$ cat src/design/midi_track_event_parser_top_defines.svh
// ----------------------------------------------------------------------------
// MIDI track event parser assertion macros
// Concurrent assertion helpers, clocked on clk_i and disabled during reset.
// ----------------------------------------------------------------------------
`ifndef MIDI_TRACK_EVENT_PARSER_TOP_DEFINES_SVH
`define MIDI_TRACK_EVENT_PARSER_TOP_DEFINES_SVH

`ifndef SYNTHESIS
// A property that must hold at every clock edge out of reset.
`define MTEP_ASSERT(lbl, prop, msg) \
  lbl: assert property (@(posedge clk_i) disable iff (!rst_ni) (prop)) else $error(msg);
// An implication whose consequent must hold the cycle after the antecedent.
`define MTEP_ASSERT_NEXT(lbl, ante, cons, msg) \
  lbl: assert property (@(posedge clk_i) disable iff (!rst_ni) (ante) |=> (cons)) \
    else $error(msg);
`else
`define MTEP_ASSERT(lbl, prop, msg)
`define MTEP_ASSERT_NEXT(lbl, ante, cons, msg)
`endif

`endif

$ cat src/design/mtep_pkg.sv
// ----------------------------------------------------------------------------
// MIDI track event parser package
// Types, codes and small arithmetic helpers shared by the parser modules.
// ----------------------------------------------------------------------------
`timescale 1ns / 1ps

package mtep_pkg;

  localparam int unsigned MAX_LENGTH_BYTES_DEF = 4;

  localparam logic [7:0] ST_SYSEX     = 8'hF0;
  localparam logic [7:0] ST_MTC       = 8'hF1;
  localparam logic [7:0] ST_SONG_POS  = 8'hF2;
  localparam logic [7:0] ST_SONG_SEL  = 8'hF3;
  localparam logic [7:0] ST_EOX       = 8'hF7;
  localparam logic [7:0] ST_META      = 8'hFF;

  localparam logic [7:0] META_SEQ_NUM    = 8'h00;
  localparam logic [7:0] META_TRACK_NAME = 8'h03;
  localparam logic [7:0] META_INSTR_NAME = 8'h04;
  localparam logic [7:0] META_CHAN_PFX   = 8'h20;
  localparam logic [7:0] META_PORT       = 8'h21;
  localparam logic [7:0] META_END_TRACK  = 8'h2F;
  localparam logic [7:0] META_TEMPO      = 8'h51;
  localparam logic [7:0] META_SMPTE      = 8'h54;
  localparam logic [7:0] META_TIME_SIG   = 8'h58;
  localparam logic [7:0] META_KEY_SIG    = 8'h59;

  localparam int unsigned LenW   = 28;
  localparam int unsigned FieldW = 24;

  typedef enum logic [3:0] {
    PH_IDLE    = 4'd0,
    PH_DATA    = 4'd1,
    PH_SX_LEN  = 4'd2,
    PH_SX_SKIP = 4'd3,
    PH_M_TYPE  = 4'd4,
    PH_M_LEN   = 4'd5,
    PH_M_TEXT  = 4'd6,
    PH_M_SKIP  = 4'd7,
    PH_M_CHECK = 4'd8,
    PH_M_FIELD = 4'd9
  } phase_e;

  typedef enum logic [2:0] {
    KIND_MSG    = 3'd0,
    KIND_SYSEX  = 3'd1,
    KIND_META   = 3'd2,
    KIND_TEXT   = 3'd3,
    KIND_ORPHAN = 3'd4
  } kind_e;

  typedef struct packed {
    kind_e             kind;
    logic [7:0]        status_value;
    logic [3:0]        channel;
    logic [7:0]        first_data;
    logic [6:0]        second_data;
    logic [3:0]        note_class;
    logic [4:0]        octave;
    logic [7:0]        meta_kind;
    logic [LenW-1:0]   meta_value;
    logic [7:0]        ts_numerator;
    logic [7:0]        ts_denominator;
    logic              format_error;
  } result_t;

  typedef struct packed {
    logic       valid;
    logic [7:0] data;
  } byte_t;

  // Number of data bytes a status takes: one or two.
  function automatic logic [1:0] need_of(input logic [7:0] status);
    logic one;
    one = (status[7:4] == 4'hC) || (status[7:4] == 4'hD) ||
          (status == ST_MTC) || (status == ST_SONG_SEL);
    return one ? 2'd1 : 2'd2;
  endfunction

  // Quotient by twelve for a seven-bit value, by reciprocal multiplication.
  function automatic logic [3:0] div12(input logic [6:0] n);
    logic [12:0] p;
    p = 13'(n) * 13'd43;
    return p[12:9];
  endfunction

  function automatic logic [3:0] mod12(input logic [6:0] n);
    logic [6:0] q12;
    q12 = 7'(div12(n) * 7'd12);
    return 4'(n - q12);
  endfunction

endpackage

$ cat src/design/mtep_in_stage.sv
// ----------------------------------------------------------------------------
// MIDI track event parser input stage
// Registers one incoming byte and hands it to the parse step.
// ----------------------------------------------------------------------------
`timescale 1ns / 1ps

module mtep_in_stage (
  input  logic              clk_i,
  input  logic              rst_ni,
  input  logic              valid_i,
  output logic              ready_o,
  input  logic [7:0]        data_i,
  input  logic              take_i,
  output mtep_pkg::byte_t   byte_o
);

  logic       valid_q, valid_d;
  logic [7:0] data_q;

  assign ready_o = !valid_q || take_i;
  assign valid_d = (valid_i && ready_o) || (valid_q && !take_i);

  always_ff @(posedge clk_i or negedge rst_ni) begin
    if (!rst_ni) begin
      valid_q <= 1'b0;
    end else begin
      valid_q <= valid_d;
    end
  end

  always_ff @(posedge clk_i) begin
    if (valid_i && ready_o) begin
      data_q <= data_i;
    end
  end

  assign byte_o.valid = valid_q;
  assign byte_o.data  = data_q;

endmodule

$ cat src/design/mtep_parse.sv
// ----------------------------------------------------------------------------
// MIDI track event parser step
// Holds the parse state and works out the next state and any result for one
// byte combinationally.
// ----------------------------------------------------------------------------
`timescale 1ns / 1ps

module mtep_parse #(
  parameter int unsigned MAX_LENGTH_BYTES = mtep_pkg::MAX_LENGTH_BYTES_DEF
) (
  input  logic              clk_i,
  input  logic              rst_ni,
  input  logic              step_i,
  input  logic [7:0]        byte_i,
  output logic              res_valid_o,
  output mtep_pkg::result_t res_o
);

  localparam int unsigned LenCntW = $clog2(MAX_LENGTH_BYTES + 1);
  localparam int unsigned LenW    = mtep_pkg::LenW;
  localparam int unsigned FieldW  = mtep_pkg::FieldW;

  mtep_pkg::phase_e     phase_q, phase_d;
  logic [7:0]           rs_q, rs_d;
  logic [1:0]           need_q, need_d;
  logic [1:0]           got_q, got_d;
  logic [7:0]           first_q, first_d;
  logic [7:0]           mkind_q, mkind_d;
  logic [LenW-1:0]      len_q, len_d;
  logic [LenCntW-1:0]   lbytes_q, lbytes_d;
  logic [LenW-1:0]      left_q, left_d;
  logic [FieldW-1:0]    field_q, field_d;
  logic [7:0]           num_q, num_d;
  logic                 err_q, err_d;

  logic [7:0]           b;
  logic                 start_msg, rs_chan;
  logic                 vlq_take, vlq_ovf, vlq_done, vlq_zero;
  logic [LenW-1:0]      vlq_accum;
  logic [LenCntW-1:0]   vlq_bytes;
  logic [LenW-1:0]      left_dec;
  logic                 left_dec_zero;
  logic                 fixed_meta, skip_meta, text_meta;
  logic [7:0]           want;
  logic [1:0]           rs_need;
  mtep_pkg::result_t    res;
  logic [6:0]           note;

  assign b = byte_i;

  always_comb begin
    start_msg = b[7] && ((b < mtep_pkg::ST_SYSEX) || (b == mtep_pkg::ST_MTC) ||
                         (b == mtep_pkg::ST_SONG_POS) || (b == mtep_pkg::ST_SONG_SEL));
    rs_chan   = rs_q[7] && (rs_q < mtep_pkg::ST_SYSEX);
    rs_need   = mtep_pkg::need_of(rs_q);

    vlq_take  = 32'(lbytes_q) < MAX_LENGTH_BYTES;
    vlq_accum = vlq_take ? {len_q[LenW-8:0], b[6:0]} : len_q;
    vlq_bytes = vlq_take ? lbytes_q + LenCntW'(1) : lbytes_q;
    vlq_ovf   = b[7] && (32'(vlq_bytes) >= MAX_LENGTH_BYTES);
    vlq_done  = !b[7] || vlq_ovf;
    vlq_zero  = (vlq_accum == '0);

    left_dec      = (left_q != '0) ? left_q - LenW'(1) : left_q;
    left_dec_zero = (left_dec == '0);

    fixed_meta = (b == mtep_pkg::META_PORT) || (b == mtep_pkg::META_END_TRACK) ||
                 (b == mtep_pkg::META_TEMPO) || (b == mtep_pkg::META_TIME_SIG);
    skip_meta  = (b == mtep_pkg::META_SEQ_NUM) || (b == mtep_pkg::META_CHAN_PFX) ||
                 (b == mtep_pkg::META_SMPTE) || (b == mtep_pkg::META_KEY_SIG);
    text_meta  = (mkind_q == mtep_pkg::META_TRACK_NAME) ||
                 (mkind_q == mtep_pkg::META_INSTR_NAME);

    if (mkind_q == mtep_pkg::META_PORT) begin
      want = 8'd1;
    end else if (mkind_q == mtep_pkg::META_TEMPO) begin
      want = 8'd3;
    end else if (mkind_q == mtep_pkg::META_TIME_SIG) begin
      want = 8'd4;
    end else begin
      want = 8'd0;
    end
  end

  // Next phase.
  always_comb begin
    phase_d = phase_q;
    case (phase_q)
      mtep_pkg::PH_IDLE: begin
        if (b[7]) begin
          if (start_msg) begin
            phase_d = mtep_pkg::PH_DATA;
          end else if (b == mtep_pkg::ST_SYSEX) begin
            phase_d = mtep_pkg::PH_SX_LEN;
          end else if (b == mtep_pkg::ST_META) begin
            phase_d = mtep_pkg::PH_M_TYPE;
          end
        end else if (rs_chan && (rs_need == 2'd2)) begin
          phase_d = mtep_pkg::PH_DATA;
        end
      end
      mtep_pkg::PH_DATA: begin
        if (!((got_q == 2'd0) && (need_q > 2'd1))) begin
          phase_d = mtep_pkg::PH_IDLE;
        end
      end
      mtep_pkg::PH_SX_LEN: begin
        if (vlq_done) begin
          phase_d = vlq_zero ? mtep_pkg::PH_IDLE : mtep_pkg::PH_SX_SKIP;
        end
      end
      mtep_pkg::PH_M_TYPE: begin
        if (fixed_meta) begin
          phase_d = mtep_pkg::PH_M_CHECK;
        end else if (skip_meta) begin
          phase_d = mtep_pkg::PH_M_SKIP;
        end else begin
          phase_d = mtep_pkg::PH_M_LEN;
        end
      end
      mtep_pkg::PH_M_LEN: begin
        if (vlq_done) begin
          if (vlq_zero) begin
            phase_d = mtep_pkg::PH_IDLE;
          end else begin
            phase_d = text_meta ? mtep_pkg::PH_M_TEXT : mtep_pkg::PH_M_SKIP;
          end
        end
      end
      mtep_pkg::PH_SX_SKIP, mtep_pkg::PH_M_TEXT, mtep_pkg::PH_M_SKIP,
      mtep_pkg::PH_M_FIELD: begin
        if (left_dec_zero) begin
          phase_d = mtep_pkg::PH_IDLE;
        end
      end
      mtep_pkg::PH_M_CHECK: begin
        phase_d = (want == 8'd0) ? mtep_pkg::PH_IDLE : mtep_pkg::PH_M_FIELD;
      end
      default: begin
        phase_d = mtep_pkg::PH_IDLE;
      end
    endcase
  end

  // Datapath registers and result.
  always_comb begin
    rs_d     = rs_q;
    need_d   = need_q;
    got_d    = got_q;
    first_d  = first_q;
    mkind_d  = mkind_q;
    len_d    = len_q;
    lbytes_d = lbytes_q;
    left_d   = left_q;
    field_d  = field_q;
    num_d    = num_q;
    err_d    = err_q;

    res_valid_o        = 1'b0;
    res                = '0;
    res.kind           = mtep_pkg::KIND_MSG;

    case (phase_q)
      mtep_pkg::PH_IDLE: begin
        if (b[7]) begin
          if (start_msg) begin
            rs_d   = b;
            need_d = mtep_pkg::need_of(b);
            got_d  = 2'd0;
          end else if ((b == mtep_pkg::ST_SYSEX) || (b == mtep_pkg::ST_META)) begin
            rs_d     = 8'd0;
            err_d    = 1'b0;
            len_d    = '0;
            lbytes_d = '0;
          end else begin
            if (b <= mtep_pkg::ST_EOX) begin
              rs_d = 8'd0;
            end
            res_valid_o      = 1'b1;
            res.status_value = b;
          end
        end else if (rs_chan) begin
          need_d  = rs_need;
          first_d = b;
          got_d   = 2'd1;
          if (rs_need <= 2'd1) begin
            got_d            = 2'd0;
            res_valid_o      = 1'b1;
            res.status_value = rs_q;
            res.first_data   = b;
          end
        end else begin
          res_valid_o    = 1'b1;
          res.kind       = mtep_pkg::KIND_ORPHAN;
          res.first_data = b;
        end
      end
      mtep_pkg::PH_DATA: begin
        if ((got_q == 2'd0) && (need_q > 2'd1)) begin
          first_d = b;
          got_d   = 2'd1;
        end else begin
          got_d            = 2'd0;
          res_valid_o      = 1'b1;
          res.status_value = rs_q;
          if (rs_q >= mtep_pkg::ST_SYSEX) begin
            rs_d = 8'd0;
          end
          if (got_q == 2'd0) begin
            first_d        = b;
            res.first_data = b;
          end else begin
            res.first_data  = first_q;
            res.second_data = b[6:0];
          end
        end
      end
      mtep_pkg::PH_SX_LEN: begin
        len_d    = vlq_accum;
        lbytes_d = vlq_bytes;
        err_d    = err_q | vlq_ovf;
        if (vlq_done) begin
          if (vlq_zero) begin
            res_valid_o      = 1'b1;
            res.kind         = mtep_pkg::KIND_SYSEX;
            res.status_value = mtep_pkg::ST_SYSEX;
            res.format_error = err_q | vlq_ovf;
          end else begin
            left_d = vlq_accum;
          end
        end
      end
      mtep_pkg::PH_SX_SKIP: begin
        left_d = left_dec;
        if (left_dec_zero) begin
          res_valid_o      = 1'b1;
          res.kind         = mtep_pkg::KIND_SYSEX;
          res.status_value = mtep_pkg::ST_SYSEX;
          res.meta_value   = len_q;
          res.format_error = err_q;
        end
      end
      mtep_pkg::PH_M_TYPE: begin
        mkind_d = b;
        if (fixed_meta) begin
          mkind_d = b;
        end else if (skip_meta) begin
          if (b == mtep_pkg::META_CHAN_PFX) begin
            len_d = LenW'(2);
          end else if (b == mtep_pkg::META_SMPTE) begin
            len_d = LenW'(6);
          end else begin
            len_d = LenW'(3);
          end
          left_d = len_d;
        end else begin
          len_d    = '0;
          lbytes_d = '0;
        end
      end
      mtep_pkg::PH_M_LEN: begin
        len_d    = vlq_accum;
        lbytes_d = vlq_bytes;
        err_d    = err_q | vlq_ovf;
        if (vlq_done) begin
          if (vlq_zero) begin
            res_valid_o      = 1'b1;
            res.kind         = mtep_pkg::KIND_META;
            res.status_value = mtep_pkg::ST_META;
            res.meta_kind    = mkind_q;
            res.format_error = err_q | vlq_ovf;
          end else begin
            left_d = vlq_accum;
          end
        end
      end
      mtep_pkg::PH_M_TEXT: begin
        left_d           = left_dec;
        res_valid_o      = 1'b1;
        res.kind         = mtep_pkg::KIND_TEXT;
        res.status_value = mtep_pkg::ST_META;
        res.first_data   = b;
        res.meta_kind    = mkind_q;
        res.format_error = err_q;
      end
      mtep_pkg::PH_M_SKIP: begin
        left_d = left_dec;
        if (left_dec_zero) begin
          res_valid_o      = 1'b1;
          res.kind         = mtep_pkg::KIND_META;
          res.status_value = mtep_pkg::ST_META;
          res.meta_kind    = mkind_q;
          res.meta_value   = len_q;
          res.format_error = err_q;
        end
      end
      mtep_pkg::PH_M_CHECK: begin
        err_d = err_q | (b != want);
        if (want == 8'd0) begin
          res_valid_o      = 1'b1;
          res.kind         = mtep_pkg::KIND_META;
          res.status_value = mtep_pkg::ST_META;
          res.meta_kind    = mkind_q;
          res.format_error = err_q | (b != want);
        end else begin
          left_d  = LenW'(want);
          field_d = '0;
          num_d   = 8'd0;
          got_d   = 2'd0;
        end
      end
      mtep_pkg::PH_M_FIELD: begin
        if (mkind_q == mtep_pkg::META_TIME_SIG) begin
          if (got_q == 2'd0) begin
            num_d = b;
          end else if (got_q == 2'd1) begin
            field_d = (b < 8'd8) ? (FieldW'(1) << b[2:0]) : '0;
          end
        end else if (mkind_q == mtep_pkg::META_TEMPO) begin
          field_d = {field_q[FieldW-9:0], b};
        end else begin
          field_d = FieldW'(b);
        end
        got_d  = got_q + 2'd1;
        left_d = left_dec;
        if (left_dec_zero) begin
          got_d            = 2'd0;
          res_valid_o      = 1'b1;
          res.kind         = mtep_pkg::KIND_META;
          res.status_value = mtep_pkg::ST_META;
          res.meta_kind    = mkind_q;
          res.format_error = err_q;
          if (mkind_q == mtep_pkg::META_TIME_SIG) begin
            res.ts_numerator   = num_d;
            res.ts_denominator = field_d[7:0];
          end else begin
            res.meta_value = LenW'(field_d);
          end
        end
      end
      default: begin
        res_valid_o = 1'b0;
      end
    endcase

    res.channel = res.status_value[3:0];
    note        = res.first_data[6:0];
    if ((res.kind == mtep_pkg::KIND_MSG) &&
        ((res.status_value[7:4] == 4'h8) || (res.status_value[7:4] == 4'h9))) begin
      res.note_class = mtep_pkg::mod12(note);
      res.octave     = 5'(mtep_pkg::div12(note)) - 5'd1;
    end
  end

  assign res_o = res;

  always_ff @(posedge clk_i or negedge rst_ni) begin
    if (!rst_ni) begin
      phase_q  <= mtep_pkg::PH_IDLE;
      rs_q     <= '0;
      need_q   <= '0;
      got_q    <= '0;
      first_q  <= '0;
      mkind_q  <= '0;
      len_q    <= '0;
      lbytes_q <= '0;
      left_q   <= '0;
      field_q  <= '0;
      num_q    <= '0;
      err_q    <= 1'b0;
    end else if (step_i) begin
      phase_q  <= phase_d;
      rs_q     <= rs_d;
      need_q   <= need_d;
      got_q    <= got_d;
      first_q  <= first_d;
      mkind_q  <= mkind_d;
      len_q    <= len_d;
      lbytes_q <= lbytes_d;
      left_q   <= left_d;
      field_q  <= field_d;
      num_q    <= num_d;
      err_q    <= err_d;
    end
  end

endmodule

$ cat src/design/mtep_out_stage.sv
// ----------------------------------------------------------------------------
// MIDI track event parser output stage
// Result register that holds a finished result until it is taken.
// ----------------------------------------------------------------------------
`timescale 1ns / 1ps

module mtep_out_stage (
  input  logic              clk_i,
  input  logic              rst_ni,
  input  logic              load_i,
  input  mtep_pkg::result_t res_i,
  input  logic              ready_i,
  output logic              free_o,
  output logic              valid_o,
  output mtep_pkg::result_t res_o
);

  logic              valid_q, valid_d;
  mtep_pkg::result_t res_q;

  assign free_o  = !valid_q || ready_i;
  assign valid_d = load_i || (valid_q && !ready_i);

  always_ff @(posedge clk_i or negedge rst_ni) begin
    if (!rst_ni) begin
      valid_q <= 1'b0;
    end else begin
      valid_q <= valid_d;
    end
  end

  always_ff @(posedge clk_i) begin
    if (load_i) begin
      res_q <= res_i;
    end
  end

  assign valid_o = valid_q;
  assign res_o   = res_q;

endmodule

$ cat src/design/midi_track_event_parser_top.sv
// ----------------------------------------------------------------------------
// MIDI track event parser
// Parses standard MIDI file track events, one byte per cycle unless stalled.
// ----------------------------------------------------------------------------
// The block takes one track byte per transaction (delta times removed) and
// sustains one byte per clock cycle while the output is not stalled. A byte
// passes through an input register and a parse step; any result it
// completes is registered and shown on the output in the cycle after the
// step. Running status, message lengths, sysex and meta payloads are all
// tracked in the parse step's state registers. While a result waits to be
// read, the parse step stalls and the input register holds the next byte.
`timescale 1ns / 1ps
`include "midi_track_event_parser_top_defines.svh"

module midi_track_event_parser_top #(
  parameter int unsigned MAX_LENGTH_BYTES = mtep_pkg::MAX_LENGTH_BYTES_DEF
) (
  input  logic        clk_i,
  input  logic        rst_ni,
  input  logic        s_axis_tvalid,
  output logic        s_axis_tready,
  // data_byte[7:0]
  input  logic [7:0]  s_axis_tdata,
  output logic        m_axis_tvalid,
  input  logic        m_axis_tready,
  // status_value[7:0], channel[11:8], first_data[19:12], second_data[26:20],
  // note_class[30:27], octave[35:31], meta_kind[43:36], meta_value[71:44],
  // ts_numerator[79:72], ts_denominator[87:80], format_error[88], zeros above
  output logic [95:0] m_axis_tdata,
  // kind[2:0]
  output logic [2:0]  m_axis_tuser
);

  mtep_pkg::byte_t   in_byte;
  mtep_pkg::result_t step_res;
  mtep_pkg::result_t out_res;
  logic              step_valid;
  logic              out_free;
  logic              step;

  assign step = in_byte.valid && out_free;

  mtep_in_stage u_in (
    .clk_i   (clk_i),
    .rst_ni  (rst_ni),
    .valid_i (s_axis_tvalid),
    .ready_o (s_axis_tready),
    .data_i  (s_axis_tdata),
    .take_i  (step),
    .byte_o  (in_byte)
  );

  mtep_parse #(
    .MAX_LENGTH_BYTES (MAX_LENGTH_BYTES)
  ) u_parse (
    .clk_i       (clk_i),
    .rst_ni      (rst_ni),
    .step_i      (step),
    .byte_i      (in_byte.data),
    .res_valid_o (step_valid),
    .res_o       (step_res)
  );

  mtep_out_stage u_out (
    .clk_i   (clk_i),
    .rst_ni  (rst_ni),
    .load_i  (step && step_valid),
    .res_i   (step_res),
    .ready_i (m_axis_tready),
    .free_o  (out_free),
    .valid_o (m_axis_tvalid),
    .res_o   (out_res)
  );

  assign m_axis_tuser = out_res.kind;
  assign m_axis_tdata = {7'd0, out_res.format_error, out_res.ts_denominator,
                         out_res.ts_numerator, out_res.meta_value, out_res.meta_kind,
                         out_res.octave, out_res.note_class, out_res.second_data,
                         out_res.first_data, out_res.channel, out_res.status_value};

  `MTEP_ASSERT(a_kind_range, !m_axis_tvalid || (m_axis_tuser <= mtep_pkg::KIND_ORPHAN), "result kind out of range")
  `MTEP_ASSERT(a_note_only_msg, !m_axis_tvalid || (out_res.kind == mtep_pkg::KIND_MSG) || ((out_res.note_class == 4'd0) && (out_res.octave == 5'd0)), "note fields set on a non-message result")
  `MTEP_ASSERT(a_note_class_range, !m_axis_tvalid || (out_res.note_class < 4'd12), "note class out of range")
  `MTEP_ASSERT(a_err_kinds, !m_axis_tvalid || !((out_res.kind == mtep_pkg::KIND_MSG) || (out_res.kind == mtep_pkg::KIND_ORPHAN)) || !out_res.format_error, "format error on message or orphan result")
  `MTEP_ASSERT_NEXT(a_result_loaded, step && step_valid, m_axis_tvalid, "completed result not presented")

endmodule

$ cat config.mk
export PLATFORM = sky130hd
export DESIGN_NAME = midi_track_event_parser_top
export DESIGN_NICKNAME = d
export VERILOG_FILES = /design/src/design/mtep_pkg.sv /design/src/design/mtep_in_stage.sv /design/src/design/mtep_parse.sv /design/src/design/mtep_out_stage.sv /design/src/design/midi_track_event_parser_top.sv
export VERILOG_INCLUDE_DIRS = /design/src /design/src/design
export SDC_FILE = /design/constraint.sdc
export NUM_CORES = 1
export LEC_CHECK = 0
export BUFFER_PORTS_ARGS = -buffer_cell sky130_fd_sc_hd__buf_2
export CORE_MARGIN = 5
export CORE_UTILIZATION = 47
export CTS_BUF_LIST = sky130_fd_sc_hd__clkbuf_4 sky130_fd_sc_hd__clkbuf_8
export DETAILED_ROUTE_END_ITERATION = 10
export PLACE_DENSITY = 0.65
export SLEW_MARGIN = 15
export SYNTH_ARGS = -nofsm -noshare
export SYNTH_HDL_FRONTEND = slang
export SYNTH_HIERARCHICAL = 1
export SYNTH_SLANG_ARGS = --single-unit
$ cat constraint.sdc
create_clock -name clk_i -period 9.8 [get_ports clk_i]
set_input_delay 1.96 -clock clk_i [delete_from_list [all_inputs] [get_ports clk_i]]
set_output_delay 1.96 -clock clk_i [all_outputs]
set_load 0.03 [all_outputs]
* After elaboration in Yosys (flattened, before gate mapping) *
Cells that the tools add are included.

word-level totals
  register bits = 226
  output and inout port bits = 101

operators by class
  $lt $le $gt $ge = 9
  reduce and logical (&&, ||, !) cells = 72
  bitwise logic cells = 3
  multiply operators = 2
  shifts and indexed selects = 1
  equal/unequal tests = 59
  $add $sub $neg = 5
  mux-type cells = 131

operators by type and width
  operator               count
  $mux 28                14
  $mux 8                 26
  $mux 24                7
  $pmux 28 s3            2
  $pmux 28 s4            1
  $pmux 8 s8             1
  $eq 8x8->1 const B     7
  $logic_not 28->1       2
  $mux 53                1
  $eq 8x7->1 const B     6
  $mux 4                 12
  $pmux 24 s2            1
  $pmux 8 s2             3
  $mux 10                4
  $pmux 8 s5             1
  $mux 36                1
  $eq 4x4->1 const B     8
  $eq 8x6->1 const B     4
  $mux 3                 10
  $pmux 4 s7             1
  $reduce_bool 28->1     1
  $sub 28x1->28 const B  1
  $mux 9                 3
  $mux 2                 12
  60 further kinds       153

* Logic depth before layout (Yosys ltp) *
  word-level depth = 13
  gate-level depth with buffers = 23
  gate-level depth less buffers = 22

* By module *
Netlist, hierarchy kept.

modules (own cells, without submodules)
  module                       cells each  seq. area each (µm²)  area each (µm²)  times used
  mtep_parse                   1117        2877.8                9072.5           1
  mtep_out_stage               95          2787.7                2810.2           1
  mtep_in_stage                13          265.3                 301.5            1
  midi_track_event_parser_top  10          0.0                   68.8             1

* Worst setup path before layout *
Ideal clock, no wire load.

  path kind = reg2reg
  start = register u_parse.left_q[2]
  end = register u_out.valid_q, in the netlist u_out/valid_o
  period minus slack after synthesis = 5.826 ns
  required time = 9.721 ns
  data arrival time = 5.747 ns
  setup time = 0.079 ns
  path slack = 3.974 ns
  cell stages (with the launch flop) = 15
  path buffers = 4
  cell sequence = dfrtp_1 -> buf_2 -> or4_1 -> buf_2 -> nor4_4 -> and3_1 -> clkbuf_1 -> xnor2_1 -> nand4_1 -> nor4_4 -> nand4_2 -> clkbuf_1 -> nand3_1 -> and3_1 -> nand2b_2

between the ends
  word-level cells in the longest chain between the ends = 7
  elaborated cells between the ends (all ways) = 8

RTL lines
  element                                              RTL line                                                 text
  start, declared                                      mtep_parse.sv:31                                         logic [LenW-1:0] left_q, left_d;
  start signal, assigned                               mtep_parse.sv:380                                        left_q <= left_d;
  $sub 28x1->28 or $reduce_bool 28->1 (tied branches)  mtep_parse.sv:64                                         left_dec = (left_q != '0) ? left_q - LenW'(1) : left_q;
  $mux 28 *                                            mtep_parse.sv:64
  $logic_not 28->1 *                                   mtep_parse.sv:65                                         left_dec_zero = (left_dec == '0);
  $mux 1 *                                             mtep_parse.sv:235, mtep_parse.sv:288, mtep_parse.sv:326
  $pmux 1 s6 *                                         mtep_parse.sv:163                                        case (phase_q)
  via step_valid                                       midi_track_event_parser_top.sv:37                        logic step_valid;
  $logic_and 1x1->1 *                                  midi_track_event_parser_top.sv:67                        .load_i (step && step_valid),
  $logic_or 1x1->1 *                                   mtep_out_stage.sv:22                                     assign valid_d = load_i || (valid_q && !ready_i);
  via u_out.valid_d                                    mtep_out_stage.sv:18                                     logic valid_q, valid_d;
  end signal, assigned                                 mtep_out_stage.sv:28                                     valid_q <= valid_d;
  end, declared                                        mtep_out_stage.sv:18

Mark *: on every way through the listed nets, which the timed path passes. The rest lies on a longest branch.
A chain may end at the register's enable or synchronous reset.

==> impl_results.md <==
- Cell accounting for the most synthesized area: sky130_fd_sc_hd__edfxtp_1
- Kind of path behind the tightest hold check: flop to flop
- I/O pin count: 113
- Unrepaired setup endpoints after global routing: no
- Final Skew: about 0.040 ns
- Category of the worst setup path capture point: flop
- Share of post-route cells with drive strength above 1: approximately 18%
- Startpoint of the worst hold path: u_parse/field_q[13]
- Kind of critical path: flop to flop
- Arrival time worst endpoint: ~6.5 ns
- Final-report setup violation count: 0
- Initial core utilization: about 47%
- Vias in the first global route: 9,799
- Slew @ Worst Pin: 1.23 ns
- First-pass iteration count of the detailed router: 6
- Area of the mapped netlist: 12,300 sq um
- Number of buffers inserted to repair setup after CTS: 0
- Deepest clock path buffer count: 3
- Number of I/O port buffers: ~110
- Worst-case hold path end point: u_parse/field_q[13]
- Last weighted congestion value of the routability-driven placer: 0.942
- Clk pin slew, worst setup/hold paths: 0.06 ns
- Critical-path cell with the highest stage delay: sky130_fd_sc_hd__dfrtp_1
- Area fraction of the dominant cell type after synthesis: approximately 25%
- Tot GR Track Use: between 20 and 25%
- Status: finished, final reports clean
- Total count of hold-check failures in the final report: 0
- DR iter-0 viols: approximately 1,200
- Hold-fix buffers at CTS: 0
- Design area: approximately 14,000 sq um
- Clock period minus final worst setup slack: approximately 6 ns
- Half-perimeter wire length after detailed placement: 23.2 mm
- Number of cells on the worst reg-to-reg path: 19
- Instance area after placement: 13,000 sq um
- Slowest stage delay, CP: between 0.8 and 0.9 ns
- Avg WL per Cell: ~20 um
- Register area share after synthesis: about 48%
- Post-synth ARST share: 53.9%
- Max Fanout on Critical Path: 26
- Vias post-DR: a little over 10,000
- WP data required: 10.07 ns
- Row cnt: between 50 and 60
- Most area-consuming cells after synthesis: sky130_fd_sc_hd__edfxtp_1 25%, sky130_fd_sc_hd__dfrtp_1 24%, sky130_fd_sc_hd__ha_1 3.7%
- DRT Wirelength: approximately 34 mm
- Global-route wire length before repair: between 50 and 60 mm
- R2r endpoint: u_out/res_o[61]
- Worst-case vdd ir drop: 223 uV
- Pwr per Cell Area: roughly 340 nW/um^2
- Via density: a little over 6
- Area added between synthesis and finish: 13.0%
- Max-slew headroom: ~17%
- Number of sinks driven by the clock tree: 217
- Leading cell type in the layout, fill and taps excluded: sky130_fd_sc_hd__nor2_1
- # Max-Cap Violations: 0
- Buffer cell driving the clock tree root: sky130_fd_sc_hd__clkbuf_8
- Distinct cell type count after synthesis: between 80 and 90
- Setup TNS after final layout: 0 ns
- Primary flip-flop cell chosen by synthesis mapping: sky130_fd_sc_hd__dfrtp_1
- Number of cells traversed by the worst hold path: 1
- Commonest cells after routing, fill and taps aside: 120 x sky130_fd_sc_hd__nor2_1, 116 x sky130_fd_sc_hd__dfrtp_1, 107 x sky130_fd_sc_hd__nand2_1
- Tcrit/Tclk final: around 63%
- Die Footprint: roughly 29,000 sq um
- Total DRC errors in the routed layout: 0
- Core area: roughly 26,000 sq um
- Area taken by flip-flops and latches: about 5900 sq um
- Antenna violations before repair: 0
- Total gr overflow: 0
- Nets@finish: about 1,400
- Horizontal die dimension: approximately 170 um
- Total inserted antenna cells: 0
- Number of fill cells in the layout: ~2,300
- Maximum clock rate: between 0.15 and 0.2 GHz
- Worst skew pair latency: about 0.55 ns
- Antenna violation net count after detailed routing: 0
- Final Max Tran Viols: 0
- Area of the multi-input gates: 5780 sq um
- Number of synthesized flops with an enable pin: 100
- H-tree depth: 2
- Static leakage: roughly 0.0056 uW
- Startpoint types: flop
- Die span in y: approximately 170 um
- Number of clock buffers inserted by TritonCTS: 39
- TritonCTS clock tree: done
- Start of the worst register-to-register path: u_parse/phase_q[0]
- Post-synthesis cell count: around 1,200
- Maximum number of pins on one net before global-route repair: 75
- Number of cells upsized or downsized after cts: 0
- Synthesis Warnings: 6
- Mean instance size in the synthesized netlist: ~10 sq um
- Total of flip-flops plus latches after synthesis: 217
- Worst R2R Setup Slack: approximately 3.6 ns
- CP cell instances: nand2b_1 -> o41ai_1 -> a21o_1 -> a22o_1 -> ha_1 -> inv_1 -> fa_1 -> fa_1 -> inv_1 -> ha_1 -> a211o_1 -> a221o_1 -> a31o_2 -> xor2_1 -> inv_1 -> ha_1 -> xor2_1 -> xnor2_1 -> nor2_1
[sequential cells by signal (all words and copies together) (netlist names)]
name,flops
u_parse/err_q,1
u_parse/mkind_q,8
u_parse/rs_q,8
u_out/valid_o,1
u_in/valid_q,1
u_parse/got_q,2
u_parse/phase_q,4
u_in/data_q,8
u_parse/need_q,1
u_parse/len_q,28
u_out/res_o,92
u_parse/first_q,8
u_parse/left_q,28
u_parse/field_q,16
u_parse/lbytes_q,3
u_parse/num_q,8
[cells in the mapped netlist, drive strengths merged, types with 5 or more instances]
master and instances:
edfxtp 100, fa 6, and2 26, dfrtp 117, a221o 6, a21o 9
nor4b 5, nor4 23, or3 7, clkbuf 75, o31ai 12, a22o 34
and3 15, buf 21, nor2 120, a21oi 63, nor2b 11, or4 8
o211ai 5, nand4 14, o21ai 81, a31oi 12, inv 48, nand3 41
nor3 28, a22oi 34, ha 36, nand2b 13, o22ai 9, mux2i 31
o2bb2ai 7, nand2 108, mux2 29, xnor2 9, xor2 9
[through the flow]
step | instances | power, uW | hold WS (ns) | setup slack [ns] | util (%)
after floorplan | 1241 | 3220 | 0.467 | 3.97 | -
after global placement | 1605 | 3760 | 0.486 | 3.78 | 50.2
after detailed placement | 1605 | 3810 | 0.490 | 3.62 | 50.2
after CTS | 1677 | 4740 | 0.504 | 3.64 | 53.6
after global routing | 1677 | 5070 | 0.515 | 3.20 | 53.6
final | 1677 | 4730 | 0.503 | 3.62 | 53.6
[cell families (layout without fill, tap and decap cells)]
logic type      Yosys count  in the layout  synth area share [%]
mux                      60             60                  5.20
flops                   217            217                  48.4
fa+ha+maj                42             42                  4.66
xor+xnor                 18             18                  1.29
simple gates            439            439                  18.3
compound gates          314            314                  17.3
buf+inv                 144            245                  4.87
other cells               1              7                0.0306
[critical path: cells and delay by family, from the launching register on]
kind / cells / cell delay (ns)
fa+ha+maj: 5 / 1.87
flops: 1 / 0.84
buf+inv: 3 / 0.20
compound gates: 6 / 2.13
simple gates: 2 / 0.32
xor+xnor: 3 / 0.57
[how the worst max path moves through the flow]
stage / from / to
2_1_floorplan: u_parse/left_q[2] / u_out/valid_o
3_3_place_gp: u_parse/phase_q[0] / u_out/res_o[61]
4_1_cts: u_parse/phase_q[0] / u_out/res_o[61]
3_5_place_dp: u_parse/phase_q[0] / u_out/res_o[61]
6_report: u_parse/phase_q[0] / u_out/res_o[61]
5_1_grt: u_parse/phase_q[0] / u_out/res_o[61]
[power by group]
part           internal (uW)  switching, uW
combinational            792           1570
clock                    531            383
sequential              1260            187
total                   2590           2140
[layer usage]
layer  up-vias  global-route usage [%]  wire (um)
li1       4709                       -          -
met1      4918                    33.1      14900
met2       477                    34.6      15000
met3        80                    4.14       2940
met4         0                    7.10        839
met5         -                       0          0
[cell type report]
cell class	instances	area share (%)
sequential	217	42.8
multi-input combinational	880	41.8
timing repair buffer	125	4.90
clock buffer	54	4.87
tap	335	3.03
clock inverter	18	1.31
inverter	48	1.30
Note: power is estimated with default switching activity, not from simulation.
